**src/rtl/a85hx_pkg.sv**
```systemverilog
package a85hx_pkg;

	localparam int unsigned LineLengthDefault = 80;
	localparam int unsigned QueueDepth = 4;
	localparam int unsigned CfgIdxW = 1;
	localparam int unsigned CfgDataW = 17;

	// register indexes
	localparam logic [CfgIdxW-1:0] REG_MODE = 1'b0;
	localparam logic [CfgIdxW-1:0] REG_BLOCK_BYTES = 1'b1;

	localparam logic [2:0] ModeRaw = 3'd0;
	localparam logic [2:0] ModeA85Twelve = 3'd1;
	localparam logic [2:0] ModeHexEight = 3'd2;
	localparam logic [2:0] ModeHexTwelve = 3'd3;
	localparam logic [2:0] ModeA85Eight = 3'd4;

	localparam logic [16:0] BlockBytesReset = 17'd4096;
	localparam logic [16:0] BlockBytesMin = 17'd16;
	localparam logic [16:0] BlockBytesMax = 17'd65536;

	// floor(w / 85) = (w * Recip85) >> Recip85Shift for any 32-bit w
	localparam logic [31:0] Recip85 = 32'd3233857729;
	localparam int unsigned Recip85Shift = 38;

	localparam logic [7:0] ChBase = 8'd33;
	localparam logic [7:0] ChZ = 8'h7A;
	localparam logic [7:0] ChTilde = 8'h7E;
	localparam logic [7:0] ChGt = 8'h3E;
	localparam logic [7:0] ChNl = 8'h0A;

	typedef enum logic [2:0] {
		CMD_RAW,
		CMD_HEX,
		CMD_A85,
		CMD_CLR,
		CMD_MARK
	} cmd_kind_t;

	typedef struct packed {
		cmd_kind_t kind;
		logic [31:0] data;
		logic forced;
		logic [2:0] keep;
		logic eoi;
	} cmd_t;

	typedef struct packed {
		logic [2:0] mode;
		logic [16:0] block_bytes;
	} cfg_t;

	function automatic logic [7:0] hex_char(input logic [3:0] n);
		logic [7:0] c;
		if (n < 4'd10) c = 8'h30 + {4'h0, n};
		else c = 8'h37 + {4'h0, n};
		return c;
	endfunction

	function automatic logic [2:0] trim_of(input logic [2:0] p);
		logic [2:0] t;
		unique case (p)
			3'd0: t = 3'd0;
			3'd1: t = 3'd2;
			3'd2: t = 3'd1;
			3'd3: t = 3'd3;
			3'd4: t = 3'd2;
			3'd5: t = 3'd5;
			3'd6: t = 3'd3;
			3'd7: t = 3'd1;
			default: t = 3'd0;
		endcase
		return t;
	endfunction

endpackage

```
**src/rtl/a85hx_queue.sv**
```systemverilog
module a85hx_queue #(
	parameter int unsigned DEPTH = a85hx_pkg::QueueDepth
) (
	input logic clk,
	input logic arst_n,
	input a85hx_pkg::cmd_t push_cmd,
	input logic push_valid,
	output logic push_ready,
	output a85hx_pkg::cmd_t pop_cmd,
	output logic pop_valid,
	input logic pop_ready
);
	import a85hx_pkg::*;

	localparam int unsigned PtrW = (DEPTH > 1) ? $clog2(DEPTH) : 1;
	localparam int unsigned CntW = $clog2(DEPTH + 1);

	cmd_t mem_q [DEPTH];
	logic [PtrW-1:0] wr_q;
	logic [PtrW-1:0] rd_q;
	logic [CntW-1:0] cnt_q;
	logic do_push;
	logic do_pop;

	assign push_ready = (cnt_q != CntW'(DEPTH));
	assign pop_valid = (cnt_q != '0);
	assign pop_cmd = mem_q[rd_q];
	assign do_push = push_valid && push_ready;
	assign do_pop = pop_valid && pop_ready;

	always_ff @(posedge clk) begin
		if (do_push) mem_q[wr_q] <= push_cmd;
	end

	always_ff @(posedge clk or negedge arst_n) begin
		if (!arst_n) begin
			wr_q <= '0;
			rd_q <= '0;
			cnt_q <= '0;
		end else begin
			if (do_push) wr_q <= (wr_q == PtrW'(DEPTH - 1)) ? '0 : wr_q + PtrW'(1);
			if (do_pop) rd_q <= (rd_q == PtrW'(DEPTH - 1)) ? '0 : rd_q + PtrW'(1);
			if (do_push && !do_pop) cnt_q <= cnt_q + CntW'(1);
			else if (do_pop && !do_push) cnt_q <= cnt_q - CntW'(1);
		end
	end

endmodule

```
**config.mk**
```make
export PLATFORM = sky130hd
export DESIGN_NAME = a85hx_queue
export DESIGN_NICKNAME = d
export VERILOG_FILES = /design/src/rtl/a85hx_pkg.sv /design/src/rtl/a85hx_queue.sv
export SDC_FILE = /design/constraint.sdc
export NUM_CORES = 1
export LEC_CHECK = 0
export BUFFER_PORTS_ARGS = -buffer_cell sky130_fd_sc_hd__buf_2
export CAP_MARGIN = 20
export CORE_AREA = 2 2 110 112
export CTS_BUF_LIST = sky130_fd_sc_hd__clkbuf_8
export DETAILED_ROUTE_END_ITERATION = 10
export DIE_AREA = 0 0 112 114
export GPL_TIMING_DRIVEN = 0
export PLACE_DENSITY = 0.86
export SETUP_SLACK_MARGIN = 0.3
export SYNTH_ARGS = -nofsm -noshare
export SYNTH_HDL_FRONTEND = slang
export SYNTH_SLANG_ARGS = --single-unit
```
**constraint.sdc**
```tcl
create_clock -name clk -period 2.65 [get_ports clk]
set_clock_uncertainty 0.1 [all_clocks]
set_input_delay 0.53 -clock clk [delete_from_list [all_inputs] [get_ports clk]]
set_output_delay 0.53 -clock clk [all_outputs]
set_load 0.005 [all_outputs]
```
==> key figures <==
Pwr
  – Final Total Pwr: 8.09 mW
  – Net load switching power: 2.17 mW
  – Part of the power in the clock network: 23.2%
  – Sw frac: 26.9%
  – Worst vdd ir: 0.552 mV
  – Int Pwr: 5.92 mW
  – Gate power share: 31.9%
  – Register share of total power: 45.0%
  – Total power per unit cell area: 1080 nW/um^2
  – Leak pwr: 2.63 nW

Logic synthesis
  – Synth Flop Type: edfxtp_1
  – Sequential element share of the synthesized area: 80.3%
  – Syn Nets: 297
  – #FFs+latches synth: 167
  – Ys async rst share: 4.19%
  – Syn. warnings: 0
  – Post-synthesis cell count: 246
  – Ranking of synthesized cells by area: edfxtp_1, mux4_2, dfrtp_1
  – Synth Area per Inst: 25.2 sq um
  – Post-synth EDFFs: 160
  – Area fraction of the dominant cell type after synthesis: 77.4%
  – Cell area after synthesis: 6200 sq um
  – Distinct cells, synth: 20
  – Post-synth top area cell: edfxtp_1

Setup path
  – Worst path max stage delay: 520 ps
  – Reg2reg path depth: 6
  – Maximum fanout along the worst path: 10
  – Crit path arrival time: 1810 ps
  – Worst endpoint required time: 2020 ps
  – Setup CP Type: flip-flop to output port
  – Crit path capture type: output port
  – Crit start category: flip-flop
  – Cell Chain, Critical Path: buf_8 -> buf_12 -> mux4_2 -> buf_2
  – Critical path's slowest cell: mux4_2

CTS
  – CTS root buffer: clkbuf_8
  – Clock-pin transition on the worst setup and hold timing paths: 90 ps
  – Clock buffer depth: 2
  – CTS Buf Count: 17
  – Clk sinks: 167
  – Worst-skew pair later-pin latency: 420 ps
  – TritonCTS clock tree: done
  – H-tree lvl count: 4

Finish
  – Antenna cells: 0
  – Final nets: 412
  – Finished Cell Area: 7460 sq um
  – Share of layout cells above drive strength 1: 50.5%
  – Area growth, synth to finish: 20.2%

Placement
  – Port Buffers: 85
  – RePlAce Congestion: 0.662
  – Hpwl dp: 5950 microns
  – DP Area: 6810 sq um

Route
  – 1st-pass router iterations: 4
  – Residual DRC count: 0
  – Via density per instance: 5.47
  – DR iter-0 viols: 77
  – Routed len/inst: 19.8 microns
  – Final wirelength: 10,300 microns
  – Total number of vias: 2,841
  – Final antenna-violating net count: 0

Job
  – MaxCap Viol Count: 0

Hold path
  – Hold depth: 1
  – Path type of the worst min-delay path: input port to flip-flop

Run status
  – Status: completed

Global route
  – Initial antenna violation count: 1
  – First-pass GRT wire length: 16,200 microns
  – GRT Overall Usage: 17.1%
  – Largest net degree at the start of global routing: 41
  – Gr ovfl total: 0
  – Vias in the first global route: 3,093

Timing
  – Hold Slack: 212 ps
  – Slew Viols, Final: 0
  – TNS Setup: 0 ps
  – FMAX: 409 MHz
  – Slew @ Worst Pin: 1070 ps
  – Final Setup Violations: 0
  – Final worst-path cycle share: 92.2%
  – Hold Fails Final Rpt: 0
  – Fin crit period: 2440 ps
  – RSZ-0062 raised after global routing: yes
  – Slew headroom: 28.8%

Die
  – IO Pins: 86
  – Starting Density: 53.0%
  – Chip Width: 112 microns
  – Placement row count: 40
  – Chip height: 114 microns
  – Die area: 12,800 sq um
  – Std-Cell Core Area: 11,700 sq um
## final timing paths
kind,slack [ps],start,to
hold / removal,210,push_cmd[3],mem_q[3][3]
setup reg to reg,450,cnt_q[0],cnt_q[1]
min in group asynchronous,370,arst_n,cnt_q[2]
hold reg to reg,430,cnt_q[2],cnt_q[2]
max in group asynchronous,1910,arst_n,cnt_q[0]
setup / recovery,210,rd_q[0],pop_cmd[28]
## per-layer routing
metal	up-vias	GRT usage [%]	wire [microns]
met2	80	29.5	5370
met5	-	0	0
met1	1482	21.3	4290
li1	1268	-	-
met4	0	5.85	108
met3	11	4.73	487
## what timing repair did
item | CTS | global route
setup endpoints to repair | 40 | 41
gates cloned | 0 | 1
endpoints found under the hold margin | 7 | 0
setup buffers | 5 | 1
pin swaps | 0 | 1
gates resized for setup | 21 | 6
hold buffers | 1 | 0
## critical path, delay by kind of cell (launching register included)
kind | cells | cell delay (ps)
buffers and inverters | 3 | 470
muxes | 1 | 520
DFF | 1 | 390
## sequential cells by signal, indices dropped and copies added (netlist names)
signal	flops
cnt_q	3
rd_q	2
mem_q	160
wr_q	2
## layout by cell type, fill, tap and decap left out, drive strengths merged
master	synthesis	layout
bufinv	0	4
clkinvlp	0	2
xor2	2	2
buf	9	103
inv	3	6
mux4	40	40
dlygate4sd3	0	1
and2	1	1
clkinv	0	4
or3	1	1
and3	4	4
dfrtp	7	7
fa	1	1
edfxtp	160	160
nand2	1	1
ha	6	6
clkbuf	1	19
nor2	3	3
mux2	5	5
or3b	1	1
xnor2	1	1
## cell families (layout without fill, tap and decap cells)
family | count (synthesis) | in the layout | share of synthesized area, %
xor+xnor | 3 | 3 | 0.424
fa+ha+maj | 7 | 7 | 1.53
simple gates | 11 | 11 | 1.17
buf+inv | 13 | 139 | 1.07
flops | 167 | 167 | 80.3
mux | 45 | 45 | 15.5
## cell usage after synthesis (2+ instances only)
library cell / n
and3_2: 4
buf_2: 5
buf_4: 3
dfrtp_1: 7
edfxtp_1: 160
ha_1: 6
inv_1: 3
mux2_2: 3
mux2_4: 2
mux4_2: 40
nor2_1: 3
xor2_1: 2
## power groups by stage
stage / Clock [mW] / Combinational [mW] / Sequential, mW
after detailed placement: 0 / 2.30 / 3.72
final: 1.87 / 2.58 / 3.64
after floorplan: 0 / 1.49 / 3.65
after global routing: 2.05 / 2.80 / 3.68
after global placement: 0 / 2.26 / 3.67
after CTS: 1.93 / 2.49 / 3.66
## stage by stage
step	utilization, %	std cells	worst slack [ps]
5_1_grt	63.7	519	130
2_1_floorplan	-	246	463
4_1_cts	62.7	514	182
3_5_place_dp	58.2	478	259
6_report	63.7	519	208
3_3_place_gp	58.2	478	330
## cell type report
| class | instances | area, sq um |
|---|---|---|
| sequential | 167 | 4980 |
| tap | 147 | 184 |
| clock inverter | 13 | 183 |
| fill | 821 | 4250 |
| clock buffer | 17 | 234 |
| timing repair buffer | 96 | 566 |
| buffer | 10 | 130 |
| inverter | 3 | 11.3 |
| multi-input combinational | 66 | 1170 |
Note: power is estimated with default switching activity, not from simulation.
