===== src/rtl/a85hx_pkg.sv =====
package a85hx_pkg;

	localparam int unsigned LineLengthDefault = 80;
	localparam int unsigned QueueDepth = 4;
	localparam int unsigned CfgIdxW = 1;
	localparam int unsigned CfgDataW = 17;

	// register indexes
	localparam logic [CfgIdxW-1:0] REG_MODE = 1'b0;
	localparam logic [CfgIdxW-1:0] REG_BLOCK_BYTES = 1'b1;

	localparam logic [2:0] ModeRaw = 3'd0;
	localparam logic [2:0] ModeA85Twelve = 3'd1;
	localparam logic [2:0] ModeHexEight = 3'd2;
	localparam logic [2:0] ModeHexTwelve = 3'd3;
	localparam logic [2:0] ModeA85Eight = 3'd4;

	localparam logic [16:0] BlockBytesReset = 17'd4096;
	localparam logic [16:0] BlockBytesMin = 17'd16;
	localparam logic [16:0] BlockBytesMax = 17'd65536;

	// floor(w / 85) = (w * Recip85) >> Recip85Shift for any 32-bit w
	localparam logic [31:0] Recip85 = 32'd3233857729;
	localparam int unsigned Recip85Shift = 38;

	localparam logic [7:0] ChBase = 8'd33;
	localparam logic [7:0] ChZ = 8'h7A;
	localparam logic [7:0] ChTilde = 8'h7E;
	localparam logic [7:0] ChGt = 8'h3E;
	localparam logic [7:0] ChNl = 8'h0A;

	typedef enum logic [2:0] {
		CMD_RAW,
		CMD_HEX,
		CMD_A85,
		CMD_CLR,
		CMD_MARK
	} cmd_kind_t;

	typedef struct packed {
		cmd_kind_t kind;
		logic [31:0] data;
		logic forced;
		logic [2:0] keep;
		logic eoi;
	} cmd_t;

	typedef struct packed {
		logic [2:0] mode;
		logic [16:0] block_bytes;
	} cfg_t;

	function automatic logic [7:0] hex_char(input logic [3:0] n);
		logic [7:0] c;
		if (n < 4'd10) c = 8'h30 + {4'h0, n};
		else c = 8'h37 + {4'h0, n};
		return c;
	endfunction

	function automatic logic [2:0] trim_of(input logic [2:0] p);
		logic [2:0] t;
		unique case (p)
			3'd0: t = 3'd0;
			3'd1: t = 3'd2;
			3'd2: t = 3'd1;
			3'd3: t = 3'd3;
			3'd4: t = 3'd2;
			3'd5: t = 3'd5;
			3'd6: t = 3'd3;
			3'd7: t = 3'd1;
			default: t = 3'd0;
		endcase
		return t;
	endfunction

endpackage


===== src/rtl/a85hx_if.sv =====
interface a85hx_in_if;
	logic valid;
	logic ready;
	logic [15:0] data_word;
	logic end_of_stream;

	modport source(output valid, output data_word, output end_of_stream, input ready);
	modport sink(input valid, input data_word, input end_of_stream, output ready);
endinterface



===== src/rtl/a85hx_front.sv =====
module a85hx_front (
	input logic clk,
	input logic arst_n,
	input a85hx_pkg::cfg_t cfg,
	input logic clr,
	a85hx_in_if.sink samples,
	output a85hx_pkg::cmd_t cmd,
	output logic cmd_valid,
	input logic cmd_ready
);
	import a85hx_pkg::*;

	typedef enum logic [2:0] {F_IDLE, F_NORM, F_CLR, F_PAD, F_FIN, F_MARK} phase_t;

	function automatic phase_t next_ph(input phase_t from, input logic hn, input logic w,
			input logic e, input logic p, input logic a);
		phase_t r;
		if (from < F_NORM && hn) r = F_NORM;
		else if (from < F_CLR && w) r = F_CLR;
		else if (from < F_PAD && e && p) r = F_PAD;
		else if (from < F_FIN && e && a) r = F_FIN;
		else if (from < F_MARK && e) r = F_MARK;
		else r = F_IDLE;
		return r;
	endfunction

	phase_t ph_q;
	logic [1:0] j_q;
	logic [1:0] nn_q;
	logic [7:0] wb_q [6];
	logic wrap_q;
	logic eos_q;
	logic pad_q;
	logic [2:0] keep_q;
	logic [31:0] grp_q;
	logic [1:0] fill_q;
	logic [11:0] held_q;
	logic [2:0] sph_q;
	logic [16:0] bfill_q;

	logic is_raw;
	logic twelve;
	logic a85;
	logic [16:0] bs;
	logic [7:0] cur_b;
	logic [31:0] grp_nx;
	logic need_push;
	logic last_in;
	logic step_go;
	phase_t nxt;
	logic item_done;
	logic mark_done;
	logic accept;
	logic [2:0] eff_sph;
	logic [16:0] eff_bf;
	logic [11:0] s;
	logic odd;
	logic [11:0] h_new;
	logic [2:0] nsph;
	logic [16:0] bf_add;
	logic a_wrap;
	logic [1:0] a_nn;
	logic a_pad;
	logic a_eos;
	phase_t first;

	assign is_raw = (cfg.mode == ModeRaw) || (cfg.mode > ModeA85Eight);
	assign twelve = (cfg.mode == ModeA85Twelve) || (cfg.mode == ModeHexTwelve);
	assign a85 = (cfg.mode == ModeA85Twelve) || (cfg.mode == ModeA85Eight);

	always_comb begin
		bs = cfg.block_bytes;
		if (bs < BlockBytesMin) bs = BlockBytesMin;
		if (bs > BlockBytesMax) bs = BlockBytesMax;
		if (a85) bs[3:0] = 4'h0;
		else if (cfg.mode == ModeHexTwelve) bs[1:0] = 2'b00;
	end

	assign cur_b = (ph_q == F_PAD) ? wb_q[3'd3 + {1'b0, j_q}] : wb_q[{1'b0, j_q}];
	assign grp_nx = {grp_q[23:0], cur_b};

	always_comb begin
		cmd = '0;
		cmd.kind = CMD_RAW;
		cmd.keep = 3'd5;
		need_push = 1'b0;
		last_in = 1'b1;
		unique case (ph_q)
			F_IDLE: last_in = 1'b0;
			F_NORM: begin
				last_in = (j_q == nn_q - 2'd1);
				cmd.data = {24'h0, cur_b};
				if (is_raw) begin
					need_push = 1'b1;
					cmd.eoi = 1'b1;
				end else if (!a85) begin
					need_push = 1'b1;
					cmd.kind = CMD_HEX;
					cmd.eoi = !eos_q && last_in;
				end else begin
					need_push = (fill_q == 2'd3);
					cmd.kind = CMD_A85;
					cmd.data = grp_nx;
					cmd.eoi = !eos_q;
				end
			end
			F_CLR: begin
				need_push = 1'b1;
				cmd.kind = CMD_CLR;
			end
			F_PAD: begin
				last_in = (j_q == 2'd2);
				if (!a85) begin
					need_push = 1'b1;
					cmd.kind = CMD_HEX;
					cmd.data = {24'h0, cur_b};
				end else begin
					need_push = (fill_q == 2'd3);
					cmd.kind = CMD_A85;
					cmd.data = grp_nx;
					cmd.forced = (j_q == 2'd2);
					cmd.keep = (j_q == 2'd2) ? keep_q : 3'd5;
				end
			end
			F_FIN: begin
				need_push = (fill_q != 2'd0);
				cmd.kind = CMD_A85;
				cmd.forced = 1'b1;
				cmd.keep = (cfg.mode == ModeA85Eight) ? {1'b0, fill_q} + 3'd1 : keep_q;
				unique case (fill_q)
					2'd1: cmd.data = {grp_q[7:0], 24'h0};
					2'd2: cmd.data = {grp_q[15:0], 16'h0};
					2'd3: cmd.data = {grp_q[23:0], 8'h0};
					default: cmd.data = grp_q;
				endcase
			end
			F_MARK: begin
				need_push = 1'b1;
				cmd.kind = CMD_MARK;
				cmd.forced = a85;
				cmd.eoi = 1'b1;
			end
			default: last_in = 1'b0;
		endcase
	end

	assign step_go = (ph_q != F_IDLE) && (!need_push || cmd_ready);
	assign cmd_valid = (ph_q != F_IDLE) && need_push;
	assign nxt = next_ph(ph_q, nn_q != 2'd0, wrap_q, eos_q, pad_q, a85);
	assign item_done = step_go && last_in && (nxt == F_IDLE);
	assign mark_done = step_go && (ph_q == F_MARK);
	assign samples.ready = (ph_q == F_IDLE) || item_done;
	assign accept = samples.valid && samples.ready;

	// a finishing end of stream clears the stream state under the next word
	assign eff_sph = mark_done ? 3'd0 : sph_q;
	assign eff_bf = mark_done ? 17'd0 : bfill_q;
	assign s = samples.data_word[11:0];
	assign odd = eff_sph[0];
	assign h_new = odd ? held_q : s;
	assign nsph = eff_sph + 3'd1;
	assign bf_add = eff_bf + (twelve ? 17'd2 : 17'd1);
	assign a_wrap = !is_raw && (bf_add >= bs);
	assign a_nn = is_raw ? 2'd1 : (twelve ? (odd ? 2'd3 : 2'd0) : 2'd1);
	assign a_pad = twelve && !odd;
	assign a_eos = samples.end_of_stream && !is_raw;
	assign first = next_ph(F_IDLE, a_nn != 2'd0, a_wrap, a_eos, a_pad, a85);

	always_ff @(posedge clk or negedge arst_n) begin
		if (!arst_n) begin
			ph_q <= F_IDLE;
			j_q <= '0;
			grp_q <= '0;
			fill_q <= '0;
			held_q <= '0;
			sph_q <= '0;
			bfill_q <= '0;
		end else if (clr) begin
			ph_q <= F_IDLE;
			j_q <= '0;
			grp_q <= '0;
			fill_q <= '0;
			held_q <= '0;
			sph_q <= '0;
			bfill_q <= '0;
		end else begin
			if (step_go) begin
				if ((ph_q == F_NORM || ph_q == F_PAD) && a85 && !is_raw) begin
					if (fill_q == 2'd3) begin
						grp_q <= '0;
						fill_q <= '0;
					end else begin
						grp_q <= grp_nx;
						fill_q <= fill_q + 2'd1;
					end
				end
				if (ph_q == F_MARK) begin
					grp_q <= '0;
					fill_q <= '0;
					held_q <= '0;
					sph_q <= '0;
					bfill_q <= '0;
				end
				if (last_in) begin
					ph_q <= nxt;
					j_q <= '0;
				end else begin
					j_q <= j_q + 2'd1;
				end
			end
			if (accept) begin
				if (is_raw) begin
					if (samples.end_of_stream) begin
						grp_q <= '0;
						fill_q <= '0;
						held_q <= '0;
						sph_q <= '0;
						bfill_q <= '0;
					end
				end else begin
					if (twelve) begin
						held_q <= h_new;
						sph_q <= nsph;
					end
					bfill_q <= a_wrap ? 17'd0 : bf_add;
				end
				ph_q <= first;
				j_q <= '0;
				nn_q <= a_nn;
				wrap_q <= a_wrap;
				eos_q <= a_eos;
				pad_q <= a_pad;
				keep_q <= 3'd5 - trim_of(nsph);
				if (twelve) begin
					wb_q[0] <= held_q[11:4];
					wb_q[1] <= {held_q[3:0], s[11:8]};
					wb_q[2] <= s[7:0];
				end else begin
					wb_q[0] <= samples.data_word[7:0];
					wb_q[1] <= 8'h00;
					wb_q[2] <= 8'h00;
				end
				wb_q[3] <= h_new[11:4];
				wb_q[4] <= {h_new[3:0], 4'h0};
				wb_q[5] <= 8'h00;
			end
		end
	end

endmodule


===== src/flat_wrapper.sv =====
// flat-port wrapper written by rule: the top's interface ports become plain ports
module a85hx_front_flat import a85hx_pkg::*;
  (clk, arst_n, cfg, clr, cmd, cmd_valid, cmd_ready, samples_valid, samples_data_word, samples_end_of_stream, samples_ready);
  a85hx_in_if samples_i ();
  input logic clk;
  input logic arst_n;
  input a85hx_pkg::cfg_t cfg;
  input logic clr;
  output a85hx_pkg::cmd_t cmd;
  output logic cmd_valid;
  input logic cmd_ready;
  input wire logic [$bits(samples_i.valid)-1:0] samples_valid;
  input wire logic [$bits(samples_i.data_word)-1:0] samples_data_word;
  input wire logic [$bits(samples_i.end_of_stream)-1:0] samples_end_of_stream;
  output wire logic [$bits(samples_i.ready)-1:0] samples_ready;
  assign samples_i.valid = samples_valid;
  assign samples_i.data_word = samples_data_word;
  assign samples_i.end_of_stream = samples_end_of_stream;
  assign samples_ready = samples_i.ready;
  a85hx_front u_core (.clk(clk), .arst_n(arst_n), .cfg(cfg), .clr(clr), .samples(samples_i), .cmd(cmd), .cmd_valid(cmd_valid), .cmd_ready(cmd_ready));
endmodule

===== config.mk =====
export PLATFORM = sky130hd
export DESIGN_NAME = a85hx_front_flat
export DESIGN_NICKNAME = d
export VERILOG_FILES = /design/src/rtl/a85hx_pkg.sv /design/src/rtl/a85hx_if.sv /design/src/rtl/a85hx_front.sv /design/src/flat_wrapper.sv
export SDC_FILE = /design/constraint.sdc
export NUM_CORES = 1
export LEC_CHECK = 0
export BUFFER_PORTS_ARGS = -buffer_cell sky130_fd_sc_hd__buf_4
export CORE_UTILIZATION = 25
export DETAILED_ROUTE_END_ITERATION = 6
export HOLD_SLACK_MARGIN = 0.1
export PLACE_DENSITY = 0.5
export SLEW_MARGIN = 10
export SYNTH_ARGS = -nofsm -noshare
export SYNTH_HDL_FRONTEND = slang
export SYNTH_SLANG_ARGS = --single-unit

===== constraint.sdc =====
create_clock -name clk -period 5.6 [get_ports clk]
set_input_delay 0.28 -clock clk [delete_from_list [all_inputs] [get_ports clk]]
set_output_delay 0.28 -clock clk [all_outputs]
set_load 0.01 [all_outputs]

==> flow_metrics.tcl, run 1 <==
set metrics [dict create \
    fin_tns_setup_ns 0 \
    antenna_found_initial 0 \
    drt_wl_total_mm 21.60 \
    layout_min_cycle_time_ns 5.049 \
    ant_nets 0 \
    worst_ep_required_time_ns 5.96 \
    leakage_power_total_nw 3.753 \
    sw_frac_of_total_pct 29.81 \
    drt_iter0_markers 442 \
    criticalPathCategory "reg2reg" \
    endpoint_of_the_worst_hold_timing_path "u_core.held_q[5]" \
    cts_sinks 115 \
    critPathLaunch "u_core.ph_q[0]" \
    hold_path_startpoint "samples_data_word[5]" \
    reg2reg_to "u_core.bfill_q[4]" \
    worst_ep_arrival_time_ns 5.41 \
    grt_pass1_vias 6293 \
    grt_usage_pct 14.17 \
    slowest_delay_ns 0.47 \
    fin_util_pct 31.23 \
    synth_top_cells_by_count "sky130_fd_sc_hd__nor2_1 (93), sky130_fd_sc_hd__a21oi_1 (90), sky130_fd_sc_hd__nand2_1 (79)" \
    synth_register_bits 115 \
    vdd_ir_drop_max_mv 0.1281 \
    grt_first_pass_wirelength_mm 34.76 \
    global_route.overflow_total 0 \
    critical_path.startpoint_type "flop" \
    cpMaxStageDelayCell "sky130_fd_sc_hd__fa_1" \
    postCtsSetupBuffers 0 \
    worst_pin_slew_ns 0.9836 \
    slew_violations 0 \
    clock_tree.buffer_depth 2 \
    min_delay_path_depth 2 \
    drt_wl_cell_um 16.54 \
    chipHeight_um 176.6 \
    yosys.cell_types.count 66 \
    viasPerCell 4.950 \
    synth_top_area_share_pct 23.31 \
    core.rowCount 63 \
    maximum_clock_skew_at_final_layout_ns 0.01858 \
    cts_hold_repair.buffers 6 \
    synth_largest_area_cell "sky130_fd_sc_hd__dfrtp_1" \
    yosys.cell_count.top_type "sky130_fd_sc_hd__nor2_1" \
    synth_area_leaders "sky130_fd_sc_hd__dfrtp_1 (23%), sky130_fd_sc_hd__edfxtp_1 (17%), sky130_fd_sc_hd__a21oi_1 (5.9%), sky130_fd_sc_hd__ha_1 (5.6%), sky130_fd_sc_hd__mux4_2 (4.7%)" \
    detailed_place_hpwl_mm 15.18 \
    post_synthesis_cell_area_sq_mm 0.007624 \
    timing.final.hold_violations 0 \
    cts-buffers-inserted 17 \
    drc_errors 0 \
    drive_gt1_share_pct 20.41 \
    slew_headroom_pct 33.73 \
    synth-main-ff-cell "sky130_fd_sc_hd__dfrtp_1" \
    r2r_cells 21 \
    die_width_um 176.6 \
    largest_net_degree_at_the_start_of_global_routing 68 \
    gp_congestion 0.8312 \
    proportion_of_power_drawn_by_the_clock_network_pct 43.0 \
    areaGrowthSynthToFinish_pct 22.06 \
    placement_cell_area_sq_mm 0.008702 \
    p_total_w 0.002353 \
    async_flop_share_pct 61.74 \
    crit_path_end_kind "flop" \
    placeableCoreArea_sq_mm 0.02980 \
    synth_edf_count 44 \
    design_area_sq_mm 0.009305 \
    initial_core_util_pct 25.59 \
    net-switching-power_w 0.0007015 \
    crit_path_max_fanout 15 \
    timing.critical_path.cells "nor2b_1, nand3_1, buf_4, nand2_1, fa_1, nand3b_1, nor3_1, and4_1, nand3_1, xnor2_1, nor2_1, ha_1, and4_1, and3_1, a211oi_1, buf_4, and4_1, nand3_1, buf_4, a211oi_1, a21o_1" \
    yosys_warnings 0 \
    seqPwrFrac_pct 39.0 \
    timing.final.crit_share_pct 90.16 \
    worstSkewPairLatency_ns 0.42 \
    powerDensity_mw_per_mm2 252.9 \
    syn-num-nets 900 \
    num_antenna_cells 0 \
    cells_after_synth 823 \
    timing.max_cap.violations 0 \
    via_count 6465 \
    sequential_fraction_of_the_synthesis_area_pct 40.64 \
    cts_tree "yes" \
    hp-class "in2reg" \
    port_buffers 79 \
    power.share.combinational_pct 18.0 \
    fp.dieArea_sq_mm 0.03120 \
    worst-r2r-setup-slack_ns 0.55 \
    root_buffer "sky130_fd_sc_hd__clkbuf_16" \
    p_int_w 0.001652 \
    grt_setup_unrepaired "no" \
    syn-mean-instance-area_sq_um 9.263 \
    outcome "complete, no violations" \
    rr_startpoint "u_core.ph_q[0]" \
    drt_pre_antenna_iters 5 \
    ctsHtreeMaxLevel 4 \
    final-setup-viol-count 0 \
    achievable-frequency_mhz 198.1 \
    post_cts_resized 0 \
    layout.nets 980 \
    final.hold.worst_slack_ns 0.1102 \
    floorplan.io_pins 84 \
    clk_pin_slew_worst_paths_ns 0.06 \
]
cells in the final DEF (no fill, tap or decap), types with 26 or more instances in the layout:
cell type / n
sky130_fd_sc_hd__inv_1: 29
sky130_fd_sc_hd__nand2_1: 79
sky130_fd_sc_hd__and2_1: 26
sky130_fd_sc_hd__ha_1: 34
sky130_fd_sc_hd__buf_4: 105
sky130_fd_sc_hd__o21ai_0: 49
sky130_fd_sc_hd__nor2_1: 93
sky130_fd_sc_hd__edfxtp_1: 44
sky130_fd_sc_hd__dfrtp_1: 71
sky130_fd_sc_hd__a21oi_1: 90
critical path, delay by kind of cell, from the launching register on:
family | cells | cell delay (ns)
AO/OA/AOI/OAI | 3 | 0.55
XOR/XNOR | 1 | 0.20
adder cells (fa/ha/maj) | 2 | 0.77
buffers and inverters | 3 | 0.62
flip-flops | 1 | 0.37
AND/OR/NAND/NOR | 12 | 2.48
worst max path at each step:
stage                                     to  slack [ns]  cells past startpoint
after global placement    u_core.bfill_q[16]        0.64                     21
after global routing       u_core.bfill_q[4]        0.07                     21
after floorplan           u_core.bfill_q[16]        0.35                     23
after CTS                  u_core.bfill_q[4]        0.55                     21
after detailed placement  u_core.bfill_q[16]        0.59                     21
final                      u_core.bfill_q[4]        0.55                     21
per-stage QoR:
step,instances,worst slack [ns]
after floorplan,823,0.3492
after global routing,1306,0.07402
after detailed placement,1268,0.5877
after global placement,1268,0.6442
final,1306,0.5508
after CTS,1306,0.5475
registers in the layout, indices dropped and copies added (netlist names), 2 cells and up:
register and count:
u_core.wb_q 36, u_core.grp_q 32, u_core.bfill_q 17, u_core.held_q 12, u_core.keep_q 3, u_core.ph_q 3, u_core.sph_q 3, u_core.fill_q 2
u_core.j_q 2, u_core.nn_q 2
layout make-up:
| class | instances | area (sq um) |
|---|---|---|
| clock buffer | 17 | 425.4 |
| clock inverter | 15 | 117.6 |
| fill | 3117 | 20490 |
| inverter | 31 | 116.4 |
| multi-input combinational | 627 | 4212 |
| sequential | 115 | 3098 |
| tap | 390 | 488.0 |
| timing repair buffer | 111 | 848.3 |
power by group through the flow:
stage,Clock [W],Combinational (W),Sequential (W)
global route,0.00107,0.000466,0.000921
floorplan,0,0.000268,0.000930
CTS,0.00103,0.000430,0.000919
detailed placement,0,0.000423,0.000935
finish,0.00101,0.000423,0.000919
global placement,0,0.000422,0.000934
logic make-up after synthesis:
group                      synth area share (%)
and+or+nand+nor                           20.63
AOI/OAI and AO/OA                         18.28
DFF                                       40.64
buffers and inverters                     4.366
muxes                                     8.272
adders and majority gates                 5.974
xor gates and xnor gates                  1.838
layer usage:
layer	GRT usage (%)	routed length, um	share of wire [%]
met1	20.01	10530	49
met2	22.06	9885	46
met3	2.749	996	4.6
met4	3.628	181	0.84
met5	0	0	0
Note: power is estimated with default switching activity, not from simulation.
==> run 2: changes to the inputs <==
--- a/config.mk
+++ b/config.mk
@@ -6,10 +6,10 @@
 export NUM_CORES = 1
 export LEC_CHECK = 0
 export BUFFER_PORTS_ARGS = -buffer_cell sky130_fd_sc_hd__buf_4
-export CORE_UTILIZATION = 25
+export CORE_UTILIZATION = 54
 export DETAILED_ROUTE_END_ITERATION = 6
 export HOLD_SLACK_MARGIN = 0.1
-export PLACE_DENSITY = 0.5
+export PLACE_DENSITY = 0.85
 export SLEW_MARGIN = 10
 export SYNTH_ARGS = -nofsm -noshare
 export SYNTH_HDL_FRONTEND = slang
==> run 2 against run 1 <==
  * Global-route usage grew 14 points
  * Sequential share of layout area grew 1.3 points
  * Routed wire length shrank 7.5%
  * Total power shrank 1.6%
  * Largest power group unchanged
  * Critical endpoint is now u_core.bfill_q[5]
  * Utilization grew 34 points
  * Largest cell class unchanged
  * Via count grew 5.0%
  * Non-clock buffer count shrank 7
  * Combinational power shrank 2%
  * Maximum frequency shrank 3.2%
  * Critical path depth shrank 2
==> flow_metrics.tcl, run 2 (synthesis results as in run 1) <==
set metrics [dict create \
    seqPwrFrac_pct 39.8 \
    drive_gt1_share_pct 18.92 \
    clock_tree.buffer_depth 2 \
    cts-buffers-inserted 17 \
    layout_min_cycle_time_ns 5.218 \
    drt_iter0_markers 863 \
    net-switching-power_w 0.0006284 \
    crit_path_max_fanout 7 \
    rr_startpoint "u_core.ph_q[1]" \
    grt_pass1_vias 6337 \
    port_buffers 79 \
    critical_path.startpoint_type "flop" \
    die_width_um 120.8 \
    fp.dieArea_sq_mm 0.01460 \
    top_register "u_core.wb_q" \
    drt_wl_total_mm 19.97 \
    global_route.overflow_total 0 \
    cts_sinks 115 \
    largest_net_degree_at_the_start_of_global_routing 68 \
    worst_ep_required_time_ns 5.95 \
    p_int_w 0.001687 \
    worstSkewPairLatency_ns 0.43 \
    layout.nets 973 \
    initial_core_util_pct 55.14 \
    placeableCoreArea_sq_mm 0.01383 \
    powerDensity_mw_per_mm2 258.2 \
    maximum_clock_skew_at_final_layout_ns 0.009011 \
    proportion_of_power_drawn_by_the_clock_network_pct 42.3 \
    slew_headroom_pct 24.94 \
    floorplan.io_pins 84 \
    multiInputGateArea_sq_mm 0.004212 \
    timing.final.hold_violations 0 \
    final-setup-viol-count 0 \
    viasPerCell 6.236 \
    core.rowCount 43 \
    vdd_ir_drop_max_mv 0.2140 \
    via_count 6791 \
    final.hold.worst_slack_ns 0.1130 \
    sequential_cell_area_sq_mm 0.003098 \
    ctsHtreeMaxLevel 4 \
    drt_wl_cell_um 18.34 \
    final_common_cell "sky130_fd_sc_hd__buf_4" \
    ant_nets 0 \
    power.share.combinational_pct 17.9 \
    outcome "complete, no violations" \
    crit_path_end_kind "flop" \
    areaGrowthSynthToFinish_pct 17.63 \
    slew_violations 0 \
    gp_congestion 0.9235 \
    final.fill_count 1050 \
    critPathLaunch "u_core.ph_q[1]" \
    post_cts_resized 0 \
    hold_path_startpoint "samples_data_word[6]" \
    fin_tns_setup_ns 0 \
    leakage_power_total_nw 3.712 \
    chipHeight_um 120.8 \
    largest_register_ffs 36 \
    num_antenna_cells 0 \
    clk_pin_slew_worst_paths_ns 0.05 \
    drt_pre_antenna_iters 5 \
    timing.max_cap.violations 0 \
    antenna_found_initial 0 \
    achievable-frequency_mhz 191.6 \
    sw_frac_of_total_pct 27.14 \
    worst_pin_slew_ns 1.126 \
    detailed_place_hpwl_mm 13.62 \
    layout_common_cells "sky130_fd_sc_hd__buf_4 (99), sky130_fd_sc_hd__nor2_1 (93), sky130_fd_sc_hd__a21oi_1 (90), sky130_fd_sc_hd__nand2_1 (79), sky130_fd_sc_hd__dfrtp_1 (71)" \
    grt_usage_pct 28.38 \
    timing.final.crit_share_pct 93.19 \
    root_buffer "sky130_fd_sc_hd__clkbuf_16" \
    drc_errors 0 \
    cts_tree "yes" \
    grt_first_pass_wirelength_mm 31.94 \
    grt_setup_unrepaired "no" \
    largestRegisters "u_core.wb_q x36, u_core.grp_q x32, u_core.bfill_q x17" \
    hp-class "in2reg" \
    worst_ep_arrival_time_ns 5.57 \
    criticalPathCategory "reg2reg" \
]
==> run 2: changes by cell type in the layout (fill, tap and decap cells not counted) <==
cell / previous run / this run
sky130_fd_sc_hd__clkinv_2: 3 / 4
sky130_fd_sc_hd__bufinv_16: 0 / 1
sky130_fd_sc_hd__dlygate4sd3_1: 6 / 5
sky130_fd_sc_hd__clkinv_1: 1 / 3
sky130_fd_sc_hd__clkinv_4: 1 / 0
sky130_fd_sc_hd__clkinvlp_4: 2 / 0
sky130_fd_sc_hd__inv_6: 9 / 0
sky130_fd_sc_hd__clkbuf_8: 0 / 1
sky130_fd_sc_hd__clkbuf_1: 0 / 7
sky130_fd_sc_hd__buf_4: 105 / 99
==> run 2: power by group through the flow <==
stage	Clock [W]	Combinational [W]	Sequential (W)
CTS	0.000988	0.000410	0.000920
detailed placement	0	0.000403	0.000935
finish	0.000979	0.000415	0.000921
global placement	0	0.000394	0.000933
floorplan	0	0.000268	0.000930
global route	0.00102	0.000447	0.000923
==> run 2: path summary, 6_finish.rpt <==
kind                       slack, ns                 end  cells past startpoint
min                             0.11    u_core.held_q[6]                      2
max reg2reg                     0.38   u_core.bfill_q[5]                     19
min reg2reg                     0.51    u_core.held_q[1]                      1
min in group asynchronous       0.24  u_core.bfill_q[13]                      2
max in group asynchronous       4.27    u_core.grp_q[24]                      3
max                             0.38   u_core.bfill_q[5]                     19
==> run 2: final cells by class <==
cell class | count | share of cell area (%)
multi-input cells | 627 | 46.97
well taps | 180 | 2.512
clock inverters | 7 | 0.6418
clock buffers | 25 | 5.190
repair buffers | 104 | 8.846
flip-flops and latches | 115 | 34.55
inverters | 31 | 1.298
==> run 2: what timing repair did <==
item / 4_1_cts / 5_1_grt
hold buffers: 5 / 0
endpoints found under the hold margin: 10 / 0
setup buffers: 0 / 0
==> run 2: worst max-delay path: stages (launching register included) <==
cell and delay, ns:
sky130_fd_sc_hd__dfrtp_1 0.38, sky130_fd_sc_hd__nor2b_1 0.25, sky130_fd_sc_hd__nand3_1 0.24, sky130_fd_sc_hd__nand2_1 0.21, sky130_fd_sc_hd__inv_1 0.06, sky130_fd_sc_hd__ha_1 0.27, sky130_fd_sc_hd__a21oi_1 0.09, sky130_fd_sc_hd__nand4b_1 0.28
sky130_fd_sc_hd__nor2_1 0.36, sky130_fd_sc_hd__nand4_1 0.31, sky130_fd_sc_hd__or3_1 0.38, sky130_fd_sc_hd__a21oi_1 0.24, sky130_fd_sc_hd__ha_1 0.28, sky130_fd_sc_hd__and4_1 0.19, sky130_fd_sc_hd__and3_1 0.20, sky130_fd_sc_hd__a211oi_1 0.27
sky130_fd_sc_hd__and4_1 0.31, sky130_fd_sc_hd__nand3_1 0.24, sky130_fd_sc_hd__or3_1 0.39, sky130_fd_sc_hd__a21oi_1 0.17
==> run 2: per-layer routing <==
| layer | wire [um] | global-route usage, % | vias up |
|---|---|---|---|
| met5 | 0 | 0 | - |
| met4 | 504 | 13.58 | 0 |
| met3 | 1376 | 5.236 | 46 |
| met2 | 9785 | 47.05 | 340 |
| met1 | 8302 | 35.83 | 3245 |
| li1 | - | - | 3160 |
==> run 2: per-stage QoR <==
| step | utilization, % | power, W | instance area, sq um | instances | setup slack [ns] |
|---|---|---|---|---|---|
| 5_1_grt | 64.85 | 0.002389 | 8967 | 1089 | 0.04550 |
| 3_3_place_gp | 60.71 | 0.001327 | 8394 | 1052 | 0.6214 |
| 3_5_place_dp | 60.71 | 0.001338 | 8394 | 1052 | 0.5323 |
| 4_1_cts | 64.85 | 0.002318 | 8967 | 1089 | 0.4770 |
| 6_report | 64.85 | 0.002315 | 8967 | 1089 | 0.3815 |
| 2_1_floorplan | - | 0.001198 | 7624 | 823 | 0.3492 |
==> run 3: changes to the inputs <==
--- a/config.mk
+++ b/config.mk
@@ -6,6 +6,7 @@
 export NUM_CORES = 1
 export LEC_CHECK = 0
 export BUFFER_PORTS_ARGS = -buffer_cell sky130_fd_sc_hd__buf_4
+export CORE_ASPECT_RATIO = 0.6
 export CORE_UTILIZATION = 54
 export DETAILED_ROUTE_END_ITERATION = 6
 export HOLD_SLACK_MARGIN = 0.1
==> run 3 against run 2 <==
  * First-iteration DRC count increased by 0.46%
  * Global-route usage increased by 1.7 points
  * Routed wire length increased by 5.3%
  * Sequential power about the same
  * Critical path depth increased by 2
  * Largest power group unchanged
==> flow_metrics.tcl, run 3 (synthesis results as in run 1) <==
set metrics [dict create \
    initial_core_util_pct 55.61 \
    worst_ep_required_time_ns 5.96 \
    rr_startpoint "u_core.ph_q[0]" \
    grt_first_pass_wirelength_mm 33.14 \
    final-setup-viol-count 0 \
    gp_congestion 0.9472 \
    maximum_clock_skew_at_final_layout_ns 0.008805 \
    outcome "complete, no violations" \
    grt_pass1_vias 6203 \
    cpMaxStageDelayCell "sky130_fd_sc_hd__fa_1" \
    design_area_sq_mm 0.009054 \
    root_buffer "sky130_fd_sc_hd__clkbuf_16" \
    chipHeight_um 94.04 \
    areaGrowthSynthToFinish_pct 18.76 \
    endpoint_of_the_worst_hold_timing_path "u_core.held_q[11]" \
    worst-r2r-setup-slack_ns 0.38 \
    antenna_found_initial 0 \
    clk_pin_slew_worst_paths_ns 0.06 \
    min_delay_path_depth 2 \
    drc_errors 0 \
    reg2reg_to "u_core.bfill_q[6]" \
    leakage_power_total_nw 3.726 \
    worstSkewPairLatency_ns 0.43 \
    placement_cell_area_sq_mm 0.008417 \
    cts_tree "yes" \
    clock_tree.buffer_depth 2 \
    drt_iter0_markers 867 \
    ctsHtreeMaxLevel 4 \
    slew_headroom_pct 23.62 \
    drt_wl_cell_um 19.08 \
    floorplan.io_pins 84 \
    global_route.overflow_total 0 \
    hold_path_startpoint "samples_data_word[11]" \
    placeableCoreArea_sq_mm 0.01371 \
    drt_pre_antenna_iters 6 \
    grt_setup_unrepaired "no" \
    cts-buffers-inserted 17 \
    drive_gt1_share_pct 20.44 \
    grt_usage_pct 30.06 \
    num_antenna_cells 0 \
    crit_path_max_fanout 5 \
    largestRegisters "u_core.wb_q x36, u_core.grp_q x32, u_core.bfill_q x17" \
    cts_sinks 115 \
    timing.final.hold_violations 0 \
    worst_ep_arrival_time_ns 5.58 \
    critPathBufInv 2 \
    r2r_cells 21 \
    crit_path_end_kind "flop" \
    top_register "u_core.wb_q" \
    layout_common_cells "sky130_fd_sc_hd__buf_4 (100), sky130_fd_sc_hd__nor2_1 (92), sky130_fd_sc_hd__a21oi_1 (90), sky130_fd_sc_hd__nand2_1 (79), sky130_fd_sc_hd__dfrtp_1 (71)" \
    cp_top_family "simple AND/OR/NAND/NOR gates" \
    via_count 6860 \
    largest_net_degree_at_the_start_of_global_routing 68 \
    worst_pin_slew_ns 1.146 \
    critical_path.startpoint_type "flop" \
    viasPerCell 6.225 \
    final.hold.worst_slack_ns 0.1042 \
    die_width_um 155.4 \
    layout_min_cycle_time_ns 5.222 \
    fp.dieArea_sq_mm 0.01461 \
    largest_register_ffs 36 \
    drt_wl_total_mm 21.02 \
    crit_top_cell "sky130_fd_sc_hd__nand3_1" \
    powerDensity_mw_per_mm2 265.3 \
    timing.max_cap.violations 0 \
    achievable-frequency_mhz 191.5 \
    hp-class "in2reg" \
    detailed_place_hpwl_mm 14.75 \
    postCtsSetupBuffers 0 \
    timing.final.crit_share_pct 93.25 \
    slew_violations 0 \
    port_buffers 79 \
    timing.critical_path.cells "nor2b_1, nand3_1, and2_1, ha_1, inv_1, fa_1, nand3b_1, nor3_2, and4_2, nand3_1, xnor2_1, nor2_1, ha_1, and4_1, and3_1, a211oi_2, and4_1, nand3_1, buf_4, a211oi_1, a21o_1" \
    layout.nets 974 \
    core.rowCount 33 \
    final_common_cell "sky130_fd_sc_hd__buf_4" \
    vdd_ir_drop_max_mv 0.2151 \
    slowest_delay_ns 0.42 \
    fin_tns_setup_ns 0 \
    criticalPathCategory "reg2reg" \
    ant_nets 0 \
]
run 3: changes by cell type in the layout (fill, tap and decap cells not counted), sizes merged:
cell	previous run	this run
clkbuf	25	17
inv	30	36
clkinvlp	0	5
clkinv	7	4
buf	99	100
run 3: metal layers:
metal,track usage [%],part of all wire (%),vias up
li1,-,-,3158
met1,45.32,45,3289
met2,42.83,43,382
met3,6.089,11,31
met4,9.804,1.4,0
met5,0,0,-
run 3: layout make-up:
cell class,count,area [sq um]
fill,1074,4654
multi-input combinational,627,4225
sequential,115,3098
timing repair buffer,105,800.8
clock buffer,17,425.4
tap,192,240.2
clock inverter,15,147.6
inverter,31,116.4
run 3: worst max-delay path by stage:
stage                    from                  to  slack (ns)  cells after the start
6_report       u_core.ph_q[0]   u_core.bfill_q[6]        0.38                     21
5_1_grt        u_core.ph_q[0]   u_core.bfill_q[6]        0.11                     21
4_1_cts        u_core.ph_q[0]   u_core.bfill_q[6]        0.28                     21
3_5_place_dp          cfg[17]   u_core.bfill_q[3]        0.39                     21
3_3_place_gp          cfg[17]   u_core.bfill_q[3]        0.54                     21
2_1_floorplan  u_core.ph_q[0]  u_core.bfill_q[16]        0.35                     23
run 3: metrics by stage:
stage | instances | utilization, % | setup slack (ns) | power [W]
after floorplan | 823 | - | 0.3492 | 0.001198
after global placement | 1065 | 61.40 | 0.5379 | 0.001332
after detailed placement | 1065 | 61.40 | 0.3890 | 0.001343
after CTS | 1102 | 65.95 | 0.2786 | 0.002396
after global routing | 1102 | 66.05 | 0.1149 | 0.002483
final | 1102 | 66.05 | 0.3783 | 0.002402
run 3: report_power, final:
group	internal, W	switching (W)
Combinational	0.000169	0.000253
Clock	0.000620	0.000440
Sequential	0.000905	0.0000157
Total	0.00169	0.000708
run 3: worst register-to-register path, cell delays in order, from the launching register on:
cell,delay [ns]
sky130_fd_sc_hd__dfrtp_1,0.37
sky130_fd_sc_hd__nor2b_1,0.17
sky130_fd_sc_hd__nand3_1,0.23
sky130_fd_sc_hd__and2_1,0.19
sky130_fd_sc_hd__ha_1,0.16
sky130_fd_sc_hd__inv_1,0.05
sky130_fd_sc_hd__fa_1,0.42
sky130_fd_sc_hd__nand3b_1,0.30
sky130_fd_sc_hd__nor3_2,0.27
sky130_fd_sc_hd__and4_2,0.33
sky130_fd_sc_hd__nand3_1,0.15
sky130_fd_sc_hd__xnor2_1,0.19
sky130_fd_sc_hd__nor2_1,0.08
sky130_fd_sc_hd__ha_1,0.36
sky130_fd_sc_hd__and4_1,0.24
sky130_fd_sc_hd__and3_1,0.21
sky130_fd_sc_hd__a211oi_2,0.22
sky130_fd_sc_hd__and4_1,0.31
sky130_fd_sc_hd__nand3_1,0.27
sky130_fd_sc_hd__buf_4,0.25
sky130_fd_sc_hd__a211oi_1,0.26
sky130_fd_sc_hd__a21o_1,0.13
run 3: repair_timing:
item | 4_1_cts | 5_1_grt
endpoints found under the setup margin | 0 | 9
hold buffers | 5 | 0
endpoints found under the hold margin | 21 | 0
resized for setup | 0 | 4
